**src/next_fit_block_allocator_top_macros.svh**
```systemverilog
// Assertion macros for the next-fit block allocator.
`ifndef NEXT_FIT_BLOCK_ALLOCATOR_TOP_MACROS_SVH
`define NEXT_FIT_BLOCK_ALLOCATOR_TOP_MACROS_SVH
`ifndef SYNTHESIS
// Same-cycle implication, sampled on clk, off during rst.
`define NFBA_ASSERT_SAME(label, ante, cons, msg) \
  label: assert property (@(posedge clk) disable iff (rst) (ante) |-> (cons)) \
    else $error(msg);
// Next-cycle implication, sampled on clk, off during rst.
`define NFBA_ASSERT_NEXT(label, ante, cons, msg) \
  label: assert property (@(posedge clk) disable iff (rst) (ante) |=> (cons)) \
    else $error(msg);
`else
`define NFBA_ASSERT_SAME(label, ante, cons, msg)
`define NFBA_ASSERT_NEXT(label, ante, cons, msg)
`endif
`endif

```
**src/nfba_pkg.sv**
```systemverilog
// Shared constants, types and codes of the next-fit block allocator.
package nfba_pkg;

  localparam int HEAP_WORDS   = 1024;
  localparam int ADDR_W       = $clog2(HEAP_WORDS);
  localparam int IDX_W        = ADDR_W + 1;
  localparam int SIZE_W       = ADDR_W;
  localparam int HDR_W        = SIZE_W + 1;
  localparam int BYTES_W      = 13;
  localparam int WORD_SHIFT   = 2;
  localparam int WORDS_W      = BYTES_W + 1 - WORD_SHIFT;
  localparam int SKIP_W       = IDX_W + 1;
  localparam int SUM_W        = BYTES_W + 1;
  localparam int WALK_LIMIT   = HEAP_WORDS - 2;
  localparam int STATUS_W     = 2;

  typedef enum logic [STATUS_W-1:0] {
    ST_OK      = 2'd0,
    ST_NOMEM   = 2'd1,
    ST_BADFREE = 2'd2
  } status_t;

  typedef enum logic [2:0] {
    S_CLEAR,
    S_IDLE,
    S_READ,
    S_CHECK,
    S_DONE
  } state_t;

  typedef struct packed {
    logic              used;
    logic [SIZE_W-1:0] size;
  } hdr_t;

  // controller -> datapath
  typedef struct packed {
    logic load;      // capture a new request
    logic clr_wr;    // write one zero header of the clearing pass
    logic rd;        // read the header at the walk offset
    logic fail;      // finish with the early failure code
    logic chk;       // evaluate the header just read, commit if found
    logic out_load;  // move the pending result to the output register
  } cmd_t;

  // datapath -> controller
  typedef struct packed {
    logic clear_last;
    logic is_free;
    logic early_fail;
    logic found;
  } sts_t;

endpackage

```
**src/nfba_ctrl.sv**
```systemverilog
// Controller: sequences the clearing pass, the header walk and the result transfer.
module nfba_ctrl (
  input  logic           clk,
  input  logic           rst,
  input  logic           in_valid,
  output logic           in_ready,
  output logic           out_valid,
  input  logic           out_ready,
  input  nfba_pkg::sts_t sts,
  output nfba_pkg::cmd_t cmd
);

  nfba_pkg::state_t state;
  nfba_pkg::state_t state_next;
  logic             out_valid_next;

  always_ff @(posedge clk) begin
    if (rst) begin
      state     <= nfba_pkg::S_CLEAR;
      out_valid <= 1'b0;
    end else begin
      state     <= state_next;
      out_valid <= out_valid_next;
    end
  end

  always_comb begin
    state_next     = state;
    cmd            = '0;
    in_ready       = 1'b0;
    out_valid_next = out_valid && !out_ready;
    unique case (state)
      nfba_pkg::S_CLEAR: begin
        cmd.clr_wr = 1'b1;
        if (sts.clear_last) begin
          state_next = nfba_pkg::S_IDLE;
        end
      end
      nfba_pkg::S_IDLE: begin
        in_ready = 1'b1;
        if (in_valid) begin
          cmd.load   = 1'b1;
          state_next = nfba_pkg::S_READ;
        end
      end
      nfba_pkg::S_READ: begin
        cmd.rd = 1'b1;
        if (sts.early_fail) begin
          cmd.fail   = 1'b1;
          state_next = nfba_pkg::S_DONE;
        end else begin
          state_next = nfba_pkg::S_CHECK;
        end
      end
      nfba_pkg::S_CHECK: begin
        cmd.chk = 1'b1;
        state_next = (sts.is_free || sts.found) ? nfba_pkg::S_DONE : nfba_pkg::S_READ;
      end
      nfba_pkg::S_DONE: begin
        // hold until the output register is free
        if (!out_valid || out_ready) begin
          cmd.out_load   = 1'b1;
          out_valid_next = 1'b1;
          state_next     = nfba_pkg::S_IDLE;
        end
      end
      default: begin
        state_next = nfba_pkg::S_IDLE;
      end
    endcase
  end

endmodule

```
**config.mk**
```make
export PLATFORM = sky130hd
export DESIGN_NAME = nfba_ctrl
export DESIGN_NICKNAME = d
export VERILOG_FILES = /design/src/next_fit_block_allocator_top_macros.svh /design/src/nfba_pkg.sv /design/src/nfba_ctrl.sv
export SDC_FILE = /design/constraint.sdc
export NUM_CORES = 1
export LEC_CHECK = 0
export ABC_CLOCK_PERIOD_IN_PS = 2600
export BUFFER_PORTS_ARGS = -buffer_cell sky130_fd_sc_hd__buf_2
export CORE_AREA = 2 2 39 41
export DETAILED_ROUTE_END_ITERATION = 8
export DIE_AREA = 0 0 41 43
export GPL_TIMING_DRIVEN = 0
export HOLD_SLACK_MARGIN = 0.15
export MAX_ROUTING_LAYER = met4
export SYNTH_ARGS = -nofsm -noshare
export SYNTH_HDL_FRONTEND = slang
export SYNTH_SLANG_ARGS = --single-unit
```
**constraint.sdc**
```tcl
create_clock -name clk -period 2.6 [get_ports clk]
set_input_delay 0.13 -clock clk [delete_from_list [all_inputs] [get_ports clk]]
set_output_delay 0.13 -clock clk [all_outputs]
set_load 0.01 [all_outputs]
```
# ---- After elaboration in Yosys (flattened, before gate mapping)
# Index checks and enable logic that the tools add are counted.
# W data, S select, Z words.
dict set report op_classes {
  n_mux 17
  n_eq_ne 7
  reduce_logical 7
}
# operator count
set ops {}
lappend ops {{$mux W3} 5}
lappend ops {{$pmux W3 S5} 1}
lappend ops {{$mux W1} 10}
lappend ops {{$eq A3 B2 Y1 const B} 2}
lappend ops {{$ne A2 B2 Y1 const B} 3}
lappend ops {{$eq A3 B1 Y1 const B} 1}
lappend ops {{$eq A3 B3 Y1 const B} 1}
lappend ops {{$logic_not A3 Y1} 1}
lappend ops {{$reduce_and A3 Y1} 1}
lappend ops {{$logic_not A1 Y1} 2}
lappend ops {{$logic_or A1 B1 Y1} 2}
lappend ops {{$mux W2} 1}
lappend ops {{$logic_and A1 B1 Y1} 1}
dict set report totals {
  input_bits 8
  wordCells 33
  ff_bits 4
  out_inout_bits 8
}

# ---- Logic depth before layout (Yosys ltp)
dict set report depth {
  word_depth 4
  depth_mapped 4
  ltp_nobuf 3
}

# ---- Worst setup path before layout
# OpenSTA, ideal clock, no wires.
dict set report synth_path {
  kind {register -> output}
  startpoint {register state[2]}
  endpoint {output port cmd[2] in the netlist's numbering}
  required_time_ps 2470
  stages_incl_launch_ff 4
  arrival_ps 1080
  path_slack_ps 1390
  n_path_buf 1
  path_cell_list {dfxtp_1 clkbuf_1 nor3b_1 and2_1}
}
# item line_no
set synth_rtl {}
lappend synth_rtl {{start: declaration} nfba_ctrl.sv:13} ;# nfba_pkg::state_t state;
lappend synth_rtl {{start signal: assignment} nfba_ctrl.sv:19} ;# state <= nfba_pkg::S_CLEAR;
lappend synth_rtl {{start signal: assignment} nfba_ctrl.sv:22} ;# state <= state_next;
lappend synth_rtl {{end: declaration} nfba_ctrl.sv:10} ;# output nfba_pkg::cmd_t cmd

==> results by group <==
Placement
  • Detailed Place HPWL: 450 µm
  • Placer Congestion: 0.656
  • Placed inst area: 348 µm²
  • Buffers on Ports: 15

Detailed routing
  • Vias after detailed routing: 294
  • Routed Antenna Nets: 0
  • TritonRoute pass-1 iters: 4
  • Routed length per instance: 9.24 µm
  • Initial DRC count: 8
  • DRC: 0
  • WL final: 619 µm
  • Vias/cell: 4.39

Final layout
  • Area growth from synthesis to layout: 50.5%
  • Ant diodes: 0
  • Nets: 61
  • Share of cells above drive strength 1: 43.1%
  • Cell area after layout: 380 µm²

Pwr
  • Power per cell area: 527 nW/µm²
  • VDD IR max: 0.000143 V
  • Leakage power: 0.000185 µW

CTS
  • Skew-Pair Late Insertion Delay: 0.23 ns
  • Cts hold-fix bufs: 1
  • CTS sink cnt: 4
  • CTS tree: built
  • CTS max path bufs: 2
  • H-tree Lvls: 1
  • Clock-pin slew on the worst setup and hold paths: 0.04 ns
  • # resized after CTS: 0
  • CTS Buf Count: 3
  • CTS root buffer: clkbuf_4
  • Post-CTS Repair Setup Buffers: 0

Timing
  • Final Max Slew Viols: 0
  • Peak Freq: 709 MHz
  • Setup TNS: 0 ns
  • Least-Margin Pin Slew: 0.385 ns
  • Final Cycle Share: 54.2%
  • RSZ-0062 raised after global routing: false
  • Final setup fails: 0
  • Relative slew slack: 74.3%
  • Final hold vios: 0
  • Minimum clock period: 1.41 ns
  • Worst setup skew after layout: 0.00703 ns

Critical path
  • CP arrival: 1.28 ns
  • Worst-case reg-to-reg path depth: 4
  • Startpoint types: flop
  • Worst setup EP type: primary output
  • Critical Setup Path Class: flop to primary output
  • Worst Path Max Fanout: 10
  • Crit path required time: 2.47 ns

Yosys
  • Top FF cell, synth: dfxtp_1
  • Count leader, synth: nor2_1
  • Dominant cells by area after synthesis: dfxtp_1, a21oi_1, nor2_1, nor3b_1, and2_1
  • Synth unique cells: 18
  • Post-synthesis cell area: 253 µm²
  • Post-synth top area share: 31.7%
  • Commonest cells in the synthesized netlist: nor2_1, a21oi_1, dfxtp_1
  • Syn. warnings: 0
  • Post-synth EDFFs: 0
  • Seq cells post-synth: 4
  • Synthesized instance count: 32
  • Ys async rst share: 0%
  • Biggest area consumer among synthesized cells: dfxtp_1
  • Seq/Total Area, Yosys: 31.7%
  • Mapped Avg Cell Area: 7.90 µm²
  • Syn nets: 40

Job
  • Max-cap viol count: 0

Status
  • Run status: complete, no violations

GRT
  • First-pass GRT wire length: 924 µm
  • Total gr overflow: 0
  • Initial antenna violation count: 0
  • Gr usage total: 8.22%
  • Largest net degree at the start of global routing: 11
  • Vias in the first global route: 246

Floorplan
  • Core outline area: 1380 µm²
  • Die footprint: 1760 µm²
  • Die height: 43 µm
  • Row cnt: 14
  • Die width: 41 µm
  • Top-Level Pins: 16
  • Initial Utilization: 18.3%

Worst hold path
  • Hold Crit Class: input pin to flop
  • Hold Crit Depth: 3
## per-layer routing
metal	up-vias	track usage, %	part of all wire, %
li1	155	-	-
met1	123	9.94	48
met2	14	9.69	39
met3	2	4.71	11
met4	0	6.00	0.97
met5	-	-	0
## power breakdown
part	internal [µW]	switching, µW
Clock	51.6	24.8
Sequential	65.9	1.30
Combinational	27.5	29.6
Total	145	55.7
## layout make-up
type	instances	area, µm²
Multi-Input combinational cell	25	153
Buffer	3	20.0
Timing Repair Buffer	16	85.1
Fill cell	162	1000
Sequential cell	4	80.1
Clock buffer	3	22.5
Tap cell	16	20.0
## placed cells by master, fill, tap and decap left out
cell type      instances
buf_6                  1
nand2_1                1
nor2_1                 6
a211o_1                1
nor2b_1                1
nor3b_1                2
and3b_1                1
nor3b_2                1
a2111oi_0              1
buf_2                 16
or4b_1                 1
nand3_1                1
dlygate4sd3_1          1
clkbuf_4               3
nor3_1                 1
dfxtp_1                4
and2_1                 2
a21oi_1                5
a31o_2                 1
clkbuf_1               1
## kinds of logic after synthesis
kind of cell	Yosys count	synth area share, %
AND/OR/NAND/NOR	17	40.1
AO/OA/AOI/OAI	8	20.3
flip-flops	4	31.7
buffers and inverters	3	7.92
## final timing paths
check              to  slack [ns]     start
min reg2reg  state[2]        0.52  state[2]
min          state[0]        0.22  in_valid
max reg2reg  state[2]        1.35  state[0]
max            cmd[2]        1.19  state[2]
## through the flow
step	setup slack [ns]	cells	power [µW]	utilization, %	hold slack [ns]
final	1.19	67	201	27.5	0.216
after global routing	1.09	67	213	27.5	0.243
after CTS	1.19	67	206	27.5	0.210
after detailed placement	1.36	63	124	25.1	0.345
after global placement	1.36	63	123	25.1	0.336
after floorplan	1.39	32	104	-	0.199
## sequential cells by signal (all words and copies together) (netlist names)
register,flops
state,3
out_valid,1
## critical path: stages (launching register included)
cell	delay, ns
dfxtp_1	0.31
clkbuf_1	0.32
nor3b_1	0.11
and2_1	0.17
buf_2	0.13
Power figures use the tool's default switching activity.
